$ cat config.mk
export PLATFORM = sky130hd
export DESIGN_NAME = cassette_block_deframer
export DESIGN_NICKNAME = d
export VERILOG_FILES = /design/src/hw/rtl/cbd_pkg.sv /design/src/hw/rtl/cbd_in_stage.sv /design/src/hw/rtl/cbd_engine.sv /design/src/hw/rtl/cassette_block_deframer.sv
export VERILOG_INCLUDE_DIRS = /design/src /design/src/hw/rtl
export SDC_FILE = /design/constraint.sdc
export NUM_CORES = 1
export LEC_CHECK = 0
export ABC_AREA = 1
export BUFFER_PORTS_ARGS = -buffer_cell sky130_fd_sc_hd__buf_2
export CORE_ASPECT_RATIO = 1.25
export CORE_MARGIN = 10
export CORE_UTILIZATION = 32
export DETAILED_ROUTE_END_ITERATION = 6
export GPL_TIMING_DRIVEN = 0
export MAX_ROUTING_LAYER = met4
export PLACE_DENSITY = 0.53
export SYNTH_ARGS = -nofsm -noshare
export SYNTH_HDL_FRONTEND = slang
export SYNTH_SLANG_ARGS = --single-unit
$ cat constraint.sdc
create_clock -name clk -period 9.45 [get_ports clk]
set_clock_uncertainty 0.2 [all_clocks]
set_input_delay 2.3625 -clock clk [delete_from_list [all_inputs] [get_ports clk]]
set_output_delay 2.3625 -clock clk [all_outputs]
set_load 0.01 [all_outputs]
$ cat src/hw/rtl/cassette_block_deframer_macros.svh
// ----------------------------------------------------------------------------
// Assertion macros for the cassette block deframer
// Shared helpers so that every checking module writes its properties alike.
// ----------------------------------------------------------------------------
`ifndef CASSETTE_BLOCK_DEFRAMER_MACROS_SVH
`define CASSETTE_BLOCK_DEFRAMER_MACROS_SVH

// The consequent must hold in the same cycle as the antecedent.
`define CBD_ASSERT_SAME(label, ante, cons, msg) \
	label: assert property (@(posedge clk) disable iff (!arst_n) (ante) |-> (cons)) \
		else $error(msg);

// The consequent must hold in the cycle after the antecedent.
`define CBD_ASSERT_NEXT(label, ante, cons, msg) \
	label: assert property (@(posedge clk) disable iff (!arst_n) (ante) |=> (cons)) \
		else $error(msg);

`endif

$ cat src/hw/rtl/cbd_pkg.sv
// ----------------------------------------------------------------------------
// cbd_pkg
// Types and constants shared by the cassette block deframer modules.
// ----------------------------------------------------------------------------
package cbd_pkg;

	// Tape format bytes.
	localparam logic [7:0] SYNC_BYTE      = 8'h3C;
	localparam logic [7:0] SKIP_BYTE      = 8'h5A;
	localparam logic [7:0] HEADER_TYPE    = 8'h00;
	localparam logic [7:0] EOF_TYPE       = 8'hFF;
	localparam logic [7:0] HEADER_MIN_LEN = 8'd14;
	localparam logic [7:0] HDR_FIRST      = 8'd8;
	localparam int         HDR_BYTES      = 6;
	localparam logic [15:0] TOTAL_MAX     = 16'hFFFF;

	// Deframer phase.
	typedef enum logic [2:0] {
		PH_HUNT    = 3'd0,
		PH_SYNCED  = 3'd1,
		PH_TYPE    = 3'd2,
		PH_LENGTH  = 3'd3,
		PH_PAYLOAD = 3'd4,
		PH_CHECK   = 3'd5,
		PH_DONE    = 3'd6
	} phase_t;

	// Result codes.
	typedef enum logic [2:0] {
		KIND_PAYLOAD   = 3'd0,
		KIND_BLOCK_OK  = 3'd1,
		KIND_STREAM_OK = 3'd2,
		KIND_CHK_BAD   = 3'd3,
		KIND_TRUNCATED = 3'd4,
		KIND_NO_BLOCKS = 3'd5,
		KIND_EMPTY     = 3'd6
	} kind_t;

	// One input item as held in the input register.
	typedef struct packed {
		logic       mode;
		logic [7:0] data_byte;
	} item_t;

	// One result item.
	typedef struct packed {
		kind_t       kind;
		logic [7:0]  payload_byte;
		logic [7:0]  payload_index;
		logic [7:0]  block_kind;
		logic [7:0]  block_length;
		logic [7:0]  computed_sum;
		logic [15:0] blocks_accepted;
		logic [7:0]  file_kind;
		logic [7:0]  file_mode;
		logic [15:0] load_address;
		logic [15:0] run_address;
	} result_t;

endpackage

$ cat src/hw/rtl/cbd_in_stage.sv
// ----------------------------------------------------------------------------
// cbd_in_stage
// Input register: captures one item per transfer and holds it until the
// deframer engine consumes it.
// ----------------------------------------------------------------------------
module cbd_in_stage
	import cbd_pkg::*;
(
	input  logic       clk,
	input  logic       arst_n,
	input  logic       item_valid,
	output logic       item_ready,
	input  logic       mode,
	input  logic [7:0] data_byte,
	input  logic       advance,
	output logic       valid_s1,
	output item_t      item_s1
);

	logic load;

	// The register can take a new item when empty or when its item moves on.
	assign item_ready = !valid_s1 || advance;
	assign load       = item_valid && item_ready;

	// Occupancy flag.
	always_ff @(posedge clk or negedge arst_n) begin
		if (!arst_n) begin
			valid_s1 <= 1'b0;
		end else if (load) begin
			valid_s1 <= 1'b1;
		end else if (advance) begin
			valid_s1 <= 1'b0;
		end
	end

	// Item payload.
	always_ff @(posedge clk) begin
		if (load) begin
			item_s1.mode      <= mode;
			item_s1.data_byte <= data_byte;
		end
	end

endmodule

$ cat src/hw/rtl/cbd_engine.sv
`include "cassette_block_deframer_macros.svh"
// ----------------------------------------------------------------------------
// cbd_engine
// Block parser state: walks sync, type, length, payload and checksum, keeps
// the running sum, block count and header fields, and forms each result.
// ----------------------------------------------------------------------------
module cbd_engine
	import cbd_pkg::*;
(
	input  logic    clk,
	input  logic    arst_n,
	input  logic    step,
	input  item_t   item,
	output logic    emit,
	output result_t res
);

	phase_t      phase_q, phase_d;
	logic        seen_any_q, seen_any_d;
	logic        failed_q, failed_d;
	logic [7:0]  cur_type_q, cur_type_d;
	logic [7:0]  cur_length_q, cur_length_d;
	logic [7:0]  byte_count_q, byte_count_d;
	logic [7:0]  running_sum_q, running_sum_d;
	logic [15:0] block_total_q, block_total_d;
	logic [7:0]  header_kind_q, header_kind_d;
	logic [7:0]  header_mode_q, header_mode_d;
	logic [15:0] header_load_q, header_load_d;
	logic [15:0] header_run_q, header_run_d;
	logic [7:0]  stage_q [HDR_BYTES];
	logic [7:0]  stage_d [HDR_BYTES];

	logic [7:0]  b;
	logic [7:0]  sum_plus;
	logic [7:0]  count_plus;
	kind_t       kind;
	logic [7:0]  pbyte;
	logic [7:0]  pindex;
	kind_t       eos_kind;

	assign b          = item.data_byte;
	assign sum_plus   = running_sum_q + b;
	assign count_plus = byte_count_q + 8'd1;

	// End-of-stream status, first matching condition wins.
	always_comb begin
		if (!seen_any_q) begin
			eos_kind = KIND_EMPTY;
		end else if (failed_q) begin
			eos_kind = KIND_CHK_BAD;
		end else if (phase_q != PH_HUNT && phase_q != PH_DONE) begin
			eos_kind = KIND_TRUNCATED;
		end else if (block_total_q == 16'd0) begin
			eos_kind = KIND_NO_BLOCKS;
		end else begin
			eos_kind = KIND_STREAM_OK;
		end
	end

	// Next-state logic: the state after taking the current item.
	always_comb begin
		phase_d       = phase_q;
		seen_any_d    = seen_any_q;
		failed_d      = failed_q;
		cur_type_d    = cur_type_q;
		cur_length_d  = cur_length_q;
		byte_count_d  = byte_count_q;
		running_sum_d = running_sum_q;
		block_total_d = block_total_q;
		header_kind_d = header_kind_q;
		header_mode_d = header_mode_q;
		header_load_d = header_load_q;
		header_run_d  = header_run_q;
		stage_d       = stage_q;

		if (!item.mode) begin
			seen_any_d = 1'b1;
			unique case (phase_q)
				PH_HUNT: begin
					if (b == SYNC_BYTE) begin
						phase_d = PH_SYNCED;
					end
				end
				PH_SYNCED, PH_TYPE: begin
					if (phase_q == PH_SYNCED && b == SKIP_BYTE) begin
						phase_d = PH_TYPE;
					end else begin
						// This byte is the block type: open a new block.
						cur_type_d    = b;
						cur_length_d  = 8'd0;
						running_sum_d = b;
						byte_count_d  = 8'd0;
						for (int i = 0; i < HDR_BYTES; i++) begin
							stage_d[i] = 8'd0;
						end
						phase_d = PH_LENGTH;
					end
				end
				PH_LENGTH: begin
					cur_length_d  = b;
					running_sum_d = sum_plus;
					byte_count_d  = 8'd0;
					phase_d       = (b == 8'd0) ? PH_CHECK : PH_PAYLOAD;
				end
				PH_PAYLOAD: begin
					running_sum_d = sum_plus;
					for (int i = 0; i < HDR_BYTES; i++) begin
						if (byte_count_q == HDR_FIRST + 8'(i)) begin
							stage_d[i] = b;
						end
					end
					byte_count_d = count_plus;
					if (count_plus == cur_length_q) begin
						phase_d = PH_CHECK;
					end
				end
				PH_CHECK: begin
					if (b != running_sum_q) begin
						failed_d = 1'b1;
						phase_d  = PH_DONE;
					end else begin
						if (block_total_q != TOTAL_MAX) begin
							block_total_d = block_total_q + 16'd1;
						end
						// Commit the staged header fields of a header block.
						if (cur_type_q == HEADER_TYPE && cur_length_q >= HEADER_MIN_LEN) begin
							header_kind_d = stage_q[0];
							header_mode_d = stage_q[1];
							header_load_d = {stage_q[2], stage_q[3]};
							header_run_d  = {stage_q[4], stage_q[5]};
						end
						phase_d = (cur_type_q == EOF_TYPE) ? PH_DONE : PH_HUNT;
					end
				end
				PH_DONE: begin
				end
				default: begin
					phase_d = PH_HUNT;
				end
			endcase
		end
	end

	// Output logic: whether a result is due, and its code.
	always_comb begin
		emit   = 1'b0;
		kind   = KIND_PAYLOAD;
		pbyte  = 8'd0;
		pindex = 8'd0;
		if (item.mode) begin
			emit = 1'b1;
			kind = eos_kind;
		end else begin
			unique case (phase_q)
				PH_PAYLOAD: begin
					emit   = 1'b1;
					kind   = KIND_PAYLOAD;
					pbyte  = b;
					pindex = byte_count_q;
				end
				PH_CHECK: begin
					emit = 1'b1;
					kind = (b != running_sum_q) ? KIND_CHK_BAD : KIND_BLOCK_OK;
				end
				default: begin
					emit = 1'b0;
				end
			endcase
		end
	end

	// Result fields reflect the state after the item (unchanged at end of stream).
	always_comb begin
		res.kind            = kind;
		res.payload_byte    = pbyte;
		res.payload_index   = pindex;
		res.block_kind      = cur_type_d;
		res.block_length    = cur_length_d;
		res.computed_sum    = running_sum_d;
		res.blocks_accepted = block_total_d;
		res.file_kind       = header_kind_d;
		res.file_mode       = header_mode_d;
		res.load_address    = header_load_d;
		res.run_address     = header_run_d;
	end

	// State registers; an end-of-stream item returns everything to reset.
	always_ff @(posedge clk or negedge arst_n) begin
		if (!arst_n) begin
			phase_q       <= PH_HUNT;
			seen_any_q    <= 1'b0;
			failed_q      <= 1'b0;
			cur_type_q    <= 8'd0;
			cur_length_q  <= 8'd0;
			byte_count_q  <= 8'd0;
			running_sum_q <= 8'd0;
			block_total_q <= 16'd0;
			header_kind_q <= 8'd0;
			header_mode_q <= 8'd0;
			header_load_q <= 16'd0;
			header_run_q  <= 16'd0;
			for (int i = 0; i < HDR_BYTES; i++) begin
				stage_q[i] <= 8'd0;
			end
		end else if (step && item.mode) begin
			phase_q       <= PH_HUNT;
			seen_any_q    <= 1'b0;
			failed_q      <= 1'b0;
			cur_type_q    <= 8'd0;
			cur_length_q  <= 8'd0;
			byte_count_q  <= 8'd0;
			running_sum_q <= 8'd0;
			block_total_q <= 16'd0;
			header_kind_q <= 8'd0;
			header_mode_q <= 8'd0;
			header_load_q <= 16'd0;
			header_run_q  <= 16'd0;
			for (int i = 0; i < HDR_BYTES; i++) begin
				stage_q[i] <= 8'd0;
			end
		end else if (step) begin
			phase_q       <= phase_d;
			seen_any_q    <= seen_any_d;
			failed_q      <= failed_d;
			cur_type_q    <= cur_type_d;
			cur_length_q  <= cur_length_d;
			byte_count_q  <= byte_count_d;
			running_sum_q <= running_sum_d;
			block_total_q <= block_total_d;
			header_kind_q <= header_kind_d;
			header_mode_q <= header_mode_d;
			header_load_q <= header_load_d;
			header_run_q  <= header_run_d;
			stage_q       <= stage_d;
		end
	end

	// A checksum failure always parks the parser.
	`CBD_ASSERT_SAME(a_failed_parks, failed_q, phase_q == PH_DONE, "failed but not stopped")
	// Payload indices stay inside the declared block length.
	`CBD_ASSERT_SAME(a_index_in_len, step && emit && kind == KIND_PAYLOAD,
		pindex < cur_length_q, "payload index beyond block length")
	// End of stream leaves the parser hunting with no history.
	`CBD_ASSERT_NEXT(a_eos_resets, step && item.mode,
		phase_q == PH_HUNT && !seen_any_q && block_total_q == 16'd0, "no reset after end of stream")

endmodule

$ cat src/hw/rtl/cassette_block_deframer.sv
// ----------------------------------------------------------------------------
// cassette_block_deframer
// Splits a raw cassette byte stream into blocks and reports each payload byte
// and each block or stream status.
// ----------------------------------------------------------------------------
// Usage:
//   The item channel (item_valid/item_ready) carries one raw tape byte per
//   transfer (mode 0) or an end-of-stream marker (mode 1). The result channel
//   (result_valid/result_ready) carries at most one result per item: a payload
//   byte with its index, a block status, or the final stream status.
//   An item sits in the input register after its transfer, and its result is
//   loaded into the output register once that register has room; the
//   receiver takes it from there. Throughput: one item per cycle while the
//   receiver does not stall; each item's work is a single pass through the
//   parser logic, with 8-bit adds for the running sum and byte count.
//   Items that give no result (leader, sync, type, length) still pass through
//   the input register at one per cycle while no result is stalled.
//   While the receiver stalls, the result is held and the input register can
//   still take one more item; after that item_ready falls until the result is
//   taken.
//   Reset empties both registers and returns the parser to sync hunting. An
//   end-of-stream item reports its status and then resets the parser likewise.
// ----------------------------------------------------------------------------
`include "cassette_block_deframer_macros.svh"
module cassette_block_deframer
	import cbd_pkg::*;
(
	input  logic        clk,
	input  logic        arst_n,
	input  logic        item_valid,
	output logic        item_ready,
	input  logic        mode,
	input  logic [7:0]  data_byte,
	output logic        result_valid,
	input  logic        result_ready,
	output logic [2:0]  kind,
	output logic [7:0]  payload_byte,
	output logic [7:0]  payload_index,
	output logic [7:0]  block_kind,
	output logic [7:0]  block_length,
	output logic [7:0]  computed_sum,
	output logic [15:0] blocks_accepted,
	output logic [7:0]  file_kind,
	output logic [7:0]  file_mode,
	output logic [15:0] load_address,
	output logic [15:0] run_address
);

	logic    valid_s1;
	item_t   item_s1;
	logic    out_free;
	logic    advance;
	logic    emit;
	result_t res;
	result_t res_q;
	logic    result_valid_q;

	// The held item moves on once the output register has room.
	assign out_free = !result_valid_q || result_ready;
	assign advance  = valid_s1 && out_free;

	cbd_in_stage u_in_stage (
		.clk        (clk),
		.arst_n     (arst_n),
		.item_valid (item_valid),
		.item_ready (item_ready),
		.mode       (mode),
		.data_byte  (data_byte),
		.advance    (advance),
		.valid_s1   (valid_s1),
		.item_s1    (item_s1)
	);

	cbd_engine u_engine (
		.clk    (clk),
		.arst_n (arst_n),
		.step   (advance),
		.item   (item_s1),
		.emit   (emit),
		.res    (res)
	);

	// Output register valid flag.
	always_ff @(posedge clk or negedge arst_n) begin
		if (!arst_n) begin
			result_valid_q <= 1'b0;
		end else if (advance) begin
			result_valid_q <= emit;
		end else if (result_ready) begin
			result_valid_q <= 1'b0;
		end
	end

	// Output register payload.
	always_ff @(posedge clk) begin
		if (advance && emit) begin
			res_q <= res;
		end
	end

	assign result_valid    = result_valid_q;
	assign kind            = res_q.kind;
	assign payload_byte    = res_q.payload_byte;
	assign payload_index   = res_q.payload_index;
	assign block_kind      = res_q.block_kind;
	assign block_length    = res_q.block_length;
	assign computed_sum    = res_q.computed_sum;
	assign blocks_accepted = res_q.blocks_accepted;
	assign file_kind       = res_q.file_kind;
	assign file_mode       = res_q.file_mode;
	assign load_address    = res_q.load_address;
	assign run_address     = res_q.run_address;

	// A held item is never dropped while the output stalls.
	`CBD_ASSERT_NEXT(a_item_kept, valid_s1 && !out_free, valid_s1, "held item lost during stall")
	// A full input register with a stalled output refuses new transfers.
	`CBD_ASSERT_SAME(a_no_overrun, valid_s1 && !out_free, !item_ready, "input overrun")
	// A stalled result stays offered and unchanged.
	`CBD_ASSERT_NEXT(a_result_held, result_valid_q && !result_ready, result_valid_q && $stable(res_q), "stalled result changed")

endmodule

; ---- Yosys cells after proc, flatten, opt, wreduce, memory -nomap -nowiden
; Index checks and enable logic that the tools add are counted.
[op_classes]
add_sub_neg = 3
order_cmp = 1
eq_ne = 30
n_mux = 92
n_bitwise = 1
n_reduce_logical = 37
[op_table]
columns = op, n
row1 = $mux 16, 18
row2 = $mux 8, 35
row3 = $mux 48, 4
row4 = $pmux 48 s2, 1
row5 = $eq 8x4->1 const B, 6
row6 = $mux 3, 13
row7 = $reduce_and 5->1, 7
row8 = $pmux 8 s2, 2
row9 = $ne 3x1->1 const B, 8
row10 = $pmux 8 s3, 1
row11 = $pmux 3 s6, 1
row12 = $add 16x1->16 const B, 1
row13 = $logic_not 16->1, 1
row14 = $logic_not 8->1, 2
row15 = $mux 1, 16
row16 = $ne 16x16->1 const B, 1
row17 = $reduce_bool 2->1, 5
row18 = $eq 3x3->1 const B, 3
row19 = $add 8x1->8 const B, 1
row20 = $add 8x8->8, 1
row21 = $eq 8x6->1 const B, 1
row22 = $eq 8x7->1 const B, 1
row23 = $eq 8x8->1, 1
row24 = $eq 8x8->1 const B, 1
row25 = other kinds (17), 33
[word_totals]
reg_bits = 267
input_bits = 13
output_inout_bits = 109
word_cells = 197

; ---- Longest topological paths before layout
; Gate-level depths: netlist of run 1.
[logic_depth]
ltp_word = 8
depth_mapped = 14
depth_no_buf = 14

; ---- Cells and area by module
; From an unflattened synthesis of run 1, not the netlist that was laid out.
[hier_totals]
hier_cells = 1313
area_unflattened_um2 = 12012.8
[by_module_without_submodules]
columns = module, n_inst, cells_each, area_each_um2, seq_area_each_um2
row1 = cbd_engine, 1, 1182, 8420.6, 3728.6
row2 = cassette_block_deframer, 1, 116, 3276.9, 3238.1
row3 = cbd_in_stage, 1, 15, 315.3, 295.3

; ---- Least setup slack after synthesis of run 1
; No wires, ideal clock.
[synth_path]
path_kind = in2reg
from = in result_ready
to = reg res_q (netlist bit block_kind[0]), enable pin
t_arrival_ps = 8029
required_ps = 8642
path_slack_ps = 613
path_stages = 5
n_path_buf = 1
cell_sequence = inv_1 nand2_1 nand2_2 clkbuf_1 a21oi_1
[synth_via]
elab_chain_len = 3
[synth_lines]
columns = item, line
row1 = "start, declared", cassette_block_deframer.sv:35  ; input logic result_ready,
row2 = $logic_or 1x1->1, cassette_block_deframer.sv:59  ; assign out_free = !result_valid_q || result_ready;
row3 = $logic_and 1x1->1, cassette_block_deframer.sv:60  ; assign advance = valid_s1 && out_free;
row4 = $logic_and 1x1->1, cassette_block_deframer.sv:96  ; if (advance && emit) begin
row5 = "end signal, assigned", cassette_block_deframer.sv:97  ; res_q <= res;
row6 = "end, declared", cassette_block_deframer.sv:55  ; result_t res_q;
; Every way passes these cells.
; A chain may end at the register's enable or synchronous reset.

; ---- Worst setup path after layout of run 1
[layout_path]
from = in result_ready
to = out item_ready
[layout_via]
elab_chain_len = 3
[layout_lines]
columns = item, line
row1 = $logic_or 1x1->1, cassette_block_deframer.sv:59
row2 = $logic_and 1x1->1, cassette_block_deframer.sv:60
row3 = $logic_or 1x1->1, cbd_in_stage.sv:23  ; assign item_ready = !valid_s1 || advance;
row4 = "end, declared", cassette_block_deframer.sv:31  ; output logic item_ready,
; Every way passes these cells.

==> results of run 1 <==
-- through the flow --
step / area (um^2) / worst slack (ns) / std cells
floorplan: 12400 / 0.613 / 1338
global placement: 13600 / -2.52 / 1951
detailed placement: 13700 / 4.08 / 1956
CTS: 14800 / 4.08 / 2010
global route: 14800 / 4.01 / 2010
finish: 14800 / 4.08 / 2010
-- synthesized netlist by cell type, types with 2 or more instances --
library cell / number
nand2_1: 474
dfrtp_1: 151
inv_1: 147
edfxtp_1: 116
o21ai_0: 74
nor2_1: 72
nand3_1: 59
o21ai_2: 46
o22ai_1: 25
clkbuf_1: 23
o21ai_1: 23
nand4_1: 15
ha_1: 13
buf_6: 11
a21oi_1: 9
inv_2: 8
a22oi_1: 7
buf_2: 7
nor2_4: 7
nor3_1: 6
xor2_1: 6
nor2_2: 4
nand2_2: 3
nand2_4: 3
nand3b_1: 3
nor4_1: 3
o211ai_1: 3
nor3_2: 2
o21bai_1: 2
xnor2_1: 2
-- final timing paths --
kind	depth (start not counted)	to	slack, ns
min in group asynchronous	1	u_engine.header_mode_q[5]	1.55
worst min register to register	2	u_engine.header_mode_q[2]	0.28
worst max register to register	11	file_mode[0]	6.37
worst min-delay path	2	u_engine.header_mode_q[2]	0.28
max in group asynchronous	2	u_engine.running_sum_q[3]	6.65
worst max-delay path	4	item_ready	4.08
-- cell families (layout without fill, tap and decap cells) --
logic type | count (synthesis) | after routing | synth area share, %
compound gates | 193 | 193 | 9.91
simple gates | 658 | 658 | 22.4
buf+inv | 198 | 378 | 6.84
flops | 267 | 267 | 58.8
xor+xnor | 8 | 8 | 0.567
fa+ha+maj | 14 | 14 | 1.48
-- area by class of cell --
type | count | area, um^2
timing repair buffer | 126 | 738
buffer | 42 | 253
fill | 3881 | 23400
clock buffer | 32 | 757
sequential | 267 | 7260
multi-input combinational | 873 | 4260
clock inverter | 22 | 302
tap | 492 | 616
inverter | 156 | 593
-- flip-flops by register name, indices dropped and copies added, names as in the netlist, 9 cells and up --
signal,count
run_address,16
u_engine.block_total_q,16
load_address,16
u_in_stage.item_s1,9
u_engine.header_load_q,16
u_engine.stage_q,48
u_engine.header_run_q,16
blocks_accepted,16
-- cell usage in the layout (no fill, tap or decap), types with 6 or more instances in the layout --
cell type	instances
a21oi_1	8
nand2_1	474
inv_2	8
buf_6	11
dfrtp_1	151
nor3_1	6
xor2_1	6
clkbuf_16	29
nor2_1	72
inv_1	147
buf_2	127
o21ai_1	23
nand3_1	59
ha_1	13
o21ai_2	46
o21ai_0	74
nor2_4	7
clkbuf_1	24
nand4_1	15
o22ai_1	25
edfxtp_1	116
bufinv_16	7
a22oi_1	7
-- worst max-delay path, stage by stage --
cell and delay [ns]:
buf_2 0.09, inv_1 0.08, nand3_1 0.11, buf_2 0.17
-- power by group --
group          internal (uW)  switching, uW
clock                    769            473
sequential              1420           97.3
combinational            292            639
total                   2480           1210
-- layer usage --
metal  share of wire (%)  wire length [um]
met1                  44             14900
met2                  50             16900
met3                 4.4              1490
met4                 2.1               720
met5                   0                 0
==> flow_summary.yaml, run 1 <==
synth:
  synth_edf_count: 116
  synth_top_area_share_pct: 30.6
  syn_area_per_cell_um2: 9.24
  async_flop_share_pct: 56.6
  syn_inst: 1338
  synth_area_leaders: "dfrtp_1 (31%), edfxtp_1 (28%), nand2_1 (14%)"
  ys_seq_area_share_pct: 58.8
  synthesis.nets: 1365
  yosys.cell_types.count: 44
  synth_seq_cells: 267
  ys_warn_count: 0
  synth_area_um2: 12400
  ys.flop_type: "dfrtp_1"
  synth_top_cell_by_area: "dfrtp_1"
global_route:
  globalRouteOverflowTotal: 0
  antenna_found_initial: 0
  grt_pass1_wl_um: 54100
  use_met1_pct: 18.3
  use_met2_pct: 24.7
  grt_max_degree: 94
  grt-busiest-layer: "met2"
  grt_pass1_vias: 9638
  track_usage_pct: 14.7
  gr-usage-met3_pct: 2.04
routing:
  wirelength_um: 34000
  drt-wirelength-per-cell_um: 16.9
  first_pass_iters: 6
  drt_iter0_drc: 594
  final_antenna_net_count: 0
  viasPerCell: 4.73
  vias: 9498
  route.detailed.drc: 0
sta:
  fmax_mhz: 186
  hold_violations: 0
  tightest_slew_ns: 0.879
  rsz0062_at_grt: "false"
  hold-worst-slack_ns: 0.279
  fin_crit_sh_pct: 56.9
  max_slew_margin_pct: 41.3
  setup_viol: 0
  period_needed_ns: 5.37
  finalSetupTns_ns: 0
  slew_viol_final: 0
place:
  io_buffers: 121
  finalWeightedCongestion: 0.857
  dp_hpwl_um: 25100
worst_setup_path:
  cp-start-kind: "input pin"
  worstPathArrival_ns: 2.81
  crit_start: "result_ready"
  cp_max_fo: 3
  r2r_start: "u_in_stage.item_s1[3]"
  required_ns: 6.89
  cp-end-kind: "output pin"
  path_class: "in -> out"
layout:
  drive_above_1_share_pct: 18.1
  final_core_util_pct: 38.8
  fin_nets: 1522
  synthToLayoutAreaGrowth_pct: 19.6
  antenna_cells: 0
power_and_ir_drop:
  ir_drop_uv: 143
  total_power_uw: 3690
  power_density_nw_per_um2: 250
  cellLeakagePower_uw: 0.00671
clock_tree:
  cts.path.max_buffers: 3
  holdBufCountCts: 0
  clkTransAtPathRegs_ns: 0.06
  cts_setup_buffers: 0
  cts_tree: "yes"
  root_buffer: "clkbuf_16"
  clock_sinks: 267
  cts-resized-gates: 0
  clkLatencyLatePin_ns: 0.56
  htreeDepth: 1
  cts_buffers: 29
status:
  outcome: "completed"
flow_run:
  cap_viol_max_count: 0
floorplan:
  start_util_pct: 32.4
  die_x_um: 196
  io_pins: 122
  dieArea_um2: 46900
  core_um2: 38100
  die_y_um: 240
  row_count: 80
min_path:
  worstHoldStart: "u_engine.header_mode_q[2]"
  hold_path_class: "reg -> reg"
Power figures use the tool's default switching activity.
==> run 2, diff against run 1 <==
Clock period 9.45 ns to 5 ns, I/O delays scaled along.
==> flow_summary.yaml, run 2 (synthesized netlist as in run 1, its figures left out) <==
routing:
  wl_met1_um: 14700
  first_pass_iters: 6
  drt_iter0_drc: 730
  drt-wirelength-per-cell_um: 17.1
  route.met2.wl_um: 17100
  route.detailed.drc: 0
  wirelength_um: 34300
  vias: 9461
  routed.top_layer: "met4"
  final_antenna_net_count: 0
  viasPerCell: 4.70
  wl_met3_um: 1770
place:
  dp_slack_ns: 0.882
  finalWeightedCongestion: 0.868
  dp_cells: 1956
  io_buffers: 121
  dp_hpwl_um: 25600
sta:
  period_needed_ns: 3.49
  finalSetupTns_ns: 0
  max_slew_margin_pct: 39.5
  rsz0062_at_grt: "false"
  slew_viol_final: 0
  fmax_mhz: 287
  setup_viol: 0
  setup_slack_ns: 1.51
  fin_crit_sh_pct: 69.8
  hold_violations: 0
  tightest_slew_ns: 0.904
floorplan:
  start_util_pct: 32.4
  die_x_um: 196
  die_y_um: 240
  io_pins: 122
  row_count: 80
  core_um2: 38100
  dieArea_um2: 46900
clock_tree:
  clkLatencyLatePin_ns: 0.57
  clkTransAtPathRegs_ns: 0.06
  root_buffer: "clkbuf_16"
  cts-resized-gates: 0
  cts.path.max_buffers: 3
  htreeDepth: 1
  clock_sinks: 267
  cts_setup_buffers: 0
  cts_tree: "yes"
  cts_buffers: 31
  holdBufCountCts: 0
worst_setup_path:
  worst-path-buf-inv: 6
  cpMostUsedCell: "buf_12"
  cp-end-kind: "flip-flop"
  cp-start-kind: "input pin"
  worstPathArrival_ns: 3.57
  critPathMaxStageDelay_ns: 0.73
  required_ns: 5.08
  path_class: "in -> reg"
  cp_slowest_cell: "a21oi_4"
  regToRegSetupSlack_ns: 1.90
  cp_cell_sequence: "buf_2, inv_1, nand2_1, nand2_2, clkbuf_1, a21oi_4, buf_12, buf_12, buf_16"
  cp_max_fo: 25
  critPathTopFamily: "buffers and inverters"
power_and_ir_drop:
  clockPowerShare_pct: 33.5
  p_seq_share_pct: 41.3
  power_density_nw_per_um2: 472
  p_comb_share_pct: 25.2
  cellLeakagePower_uw: 0.00670
  ir_drop_uv: 271
  total_power_uw: 6970
  switching_power_uw: 2300
  sw_frac_of_total_pct: 33.0
  p_int_uw: 4670
layout:
  drive_above_1_share_pct: 18.0
  fin_nets: 1524
  final_cells: 2013
  final_cell_mix: "nand2_1 (474), dfrtp_1 (151), inv_1 (147), buf_2 (127), edfxtp_1 (116)"
  final_common_cell: "nand2_1"
  top_register: "u_engine.stage_q"
  largest_register_ffs: 48
  antenna_cells: 0
  final_core_util_pct: 38.8
  synthToLayoutAreaGrowth_pct: 19.6
global_route:
  grt_pass1_wl_um: 54400
  track_usage_pct: 14.8
  grt_pass1_vias: 9649
  grt_max_degree: 83
  globalRouteOverflowTotal: 0
  antenna_found_initial: 0
status:
  outcome: "completed"
min_path:
  hold_path_class: "reg -> reg"
flow_run:
  cap_viol_max_count: 0
-- run 2: changes by cell type in the layout (fill, tap and decap cells not counted), sizes merged --
cell / before / now
clkinv: 10 / 5
inv: 157 / 158
bufinv: 7 / 5
clkbuf: 55 / 64
-- run 2: worst paths after layout --
path / end / cells past startpoint / from
max in group asynchronous: u_engine.running_sum_q[6] / 2 / arst_n
hold reg to reg: u_engine.header_load_q[14] / 2 / u_engine.header_load_q[14]
min in group asynchronous: u_engine.header_mode_q[5] / 1 / arst_n
setup reg to reg: file_mode[6] / 7 / result_valid
setup / recovery: file_mode[6] / 9 / result_ready
hold / removal: u_engine.header_load_q[14] / 2 / u_engine.header_load_q[14]
-- run 2: worst reg2reg max path: stages (launching register included) --
cell      delay [ns]
dfrtp_1         0.42
nand2_1         0.12
nand2_2         0.27
clkbuf_1        0.38
a21oi_4         0.74
buf_12          0.28
buf_12          0.22
buf_16          0.20
-- run 2: power groups by stage --
stage	Sequential, uW	Combinational [uW]	Clock [uW]
final	2880	1760	2340
after global routing	2920	1980	2480
after CTS	2880	1800	2390
after detailed placement	2920	1790	0
after global placement	2930	1730	0
after floorplan	2960	1080	0
-- run 2: metal layers --
metal,vias up,global-route usage (%)
met5,-,-
met4,0,4.40
met3,50,2.36
met2,230,25.2
met1,4507,17.8
li1,4674,-
-- run 2: final cells by class --
cell class / count / area (um^2)
plain buffers: 42 / 253
clock buffers: 41 / 833
clock inverters: 16 / 221
fillers: 3824 / 23400
inverters: 156 / 593
multi-input cells: 873 / 4260
flip-flops and latches: 267 / 7260
well taps: 492 / 616
repair buffers: 126 / 738
-- run 2: through the flow --
step / area, um^2 / hold WS [ns]
CTS: 14800 / 0.282
floorplan: 12400 / 0.249
finish: 14800 / 0.279
detailed placement: 13700 / 0.265
global route: 14800 / 0.304
global placement: 13600 / 0.261
==> run 3, diff against run 2 <==
Settings changed: PLACE_DENSITY 0.53 to 0.55.
Clock period 5 ns to 3.06 ns, I/O delays scaled along.
==> flow_summary.yaml, run 3 (synthesized netlist as in run 1, its figures left out) <==
worst_setup_path:
  cp_cell_sequence: "ha_1, inv_1, nand2_1, nor2_1, nand2_1, nor2_4, nand4_2, buf_4, buf_6, nand2_1, o21ai_2"
  cp-end-kind: "flip-flop"
  path_class: "reg -> reg"
  worst-path-buf-inv: 3
  critPathMaxStageDelay_ns: 0.55
  rr_worst_depth: 11
  worstPathArrival_ns: 3.02
  cp-start-kind: "flip-flop"
  cp_slowest_cell: "edfxtp_1"
  critPathTopFamily: "simple AND/OR/NAND/NOR gates"
  reg2reg_to: "load_address[14]"
  regToRegSetupSlack_ns: 0.11
  cp_max_fo: 10
  cpMostUsedCell: "nand2_1"
  r2r_start: "u_in_stage.item_s1[2]"
  required_ns: 3.13
routing:
  vias: 9550
  viasPerCell: 4.75
  drt-wirelength-per-cell_um: 17.1
  wirelength_um: 34500
  final_antenna_net_count: 0
  first_pass_iters: 7
  drt_iter0_drc: 660
  route.detailed.drc: 0
sta:
  max_slew_margin_pct: 31.8
  hold_violations: 0
  setup_viol: 0
  tightest_slew_ns: 1.02
  fin_crit_sh_pct: 96.5
  fmax_mhz: 339
  slew_viol_final: 0
  rsz0062_at_grt: "false"
  period_needed_ns: 2.95
power_and_ir_drop:
  ir_drop_uv: 434
  total_power_uw: 11100
  power_density_nw_per_um2: 753
  cellLeakagePower_uw: 0.00668
floorplan:
  core_um2: 38100
  die_y_um: 240
  start_util_pct: 32.4
  io_pins: 122
  dieArea_um2: 46900
  die_x_um: 196
  row_count: 80
layout:
  largest_register_ffs: 48
  top_register: "u_engine.stage_q"
  final_common_cell: "nand2_1"
  drive_above_1_share_pct: 18.1
  fin_nets: 1524
  final_core_util_pct: 38.6
  final_cell_mix: "nand2_1 (473), dfrtp_1 (151), inv_1 (146), buf_2 (127), edfxtp_1 (116)"
  synthToLayoutAreaGrowth_pct: 19.2
global_route:
  grt_max_degree: 79
  track_usage_pct: 14.8
  antenna_found_initial: 1
  globalRouteOverflowTotal: 0
  grt_pass1_wl_um: 54600
  grt_pass1_vias: 9642
clock_tree:
  cts.path.max_buffers: 3
  htreeDepth: 1
  clkTransAtPathRegs_ns: 0.06
  cts_buffers: 28
  clock_sinks: 267
  cts_tree: "yes"
  root_buffer: "clkbuf_16"
  clkLatencyLatePin_ns: 0.54
place:
  io_buffers: 121
  finalWeightedCongestion: 0.876
  dp_hpwl_um: 25400
flow_run:
  cap_viol_max_count: 0
min_path:
  hold_path_class: "in -> async"
status:
  outcome: "completed"
## run 3: cell count changes in the layout (fill, tap and decap cells not counted), sizes merged
cell	change
diode	+1
inv	-2
bufinv	-3
clkinvlp	-2
buf	+3
clkbuf	+2
## run 3: worst max-delay path by stage
stage                                      from                        end  slack, ns  cells after the start
after detailed placement           result_ready   u_engine.header_run_q[3]      0.001                      9
final                     u_in_stage.item_s1[2]           load_address[14]       0.11                     11
after floorplan                    result_ready              block_kind[0]      -0.41                      5
after global routing      u_in_stage.item_s1[2]  u_engine.block_total_q[3]      0.004                     12
after CTS                 u_in_stage.item_s1[3]         blocks_accepted[4]       0.01                     13
after global placement             result_ready              block_kind[4]      -1.62                      6
## run 3: metrics by stage
stage / area [um^2] / cells / setup WS, ns / hold WS (ns) / setup TNS [ns]
floorplan: 12400 / 1338 / -0.412 / 0.249 / -44.05
global placement: 13600 / 1951 / -1.62 / 0.261 / -391.18
detailed placement: 13700 / 1955 / 0.00112 / 0.265 / 0
CTS: 14700 / 2007 / 0.0142 / 0.0317 / 0
global route: 14700 / 2012 / 0.00405 / 0.0391 / 0
finish: 14700 / 2012 / 0.107 / 0.000106 / 0
## run 3: area by class of cell
type / count / area [um^2]
Antenna cell: 1 / 2.50
Buffer: 42 / 263
Clock buffer: 43 / 850
Clock inverter: 9 / 106
Fill cell: 3845 / 23400
Inverter: 156 / 606
Multi-Input combinational cell: 873 / 4300
Sequential cell: 267 / 7260
Tap cell: 492 / 616
Timing Repair Buffer: 129 / 733
## run 3: power by group
group	internal (uW)	switching (uW)	leakage, uW
clock network	2080	1420	0.000461
registers	4400	309	0.00321
logic	900	1990	0.00301
total	7380	3710	0.00668
## run 3: metal layers
metal  part of all wire [%]  track usage [%]  vias to the layer above
met5                      0                -                        -
met4                    2.5             4.29                        0
met3                    4.9             2.25                       56
met2                     49             25.2                      252
met1                     43             17.8                     4565
li1                       -                -                     4677
## run 3: repair_timing
action                                  4_1_cts  5_1_grt
gates resized for setup                       0        1
buffers inserted                              0        4
endpoints found under the setup margin        0       86
hold buffers                                  0        0
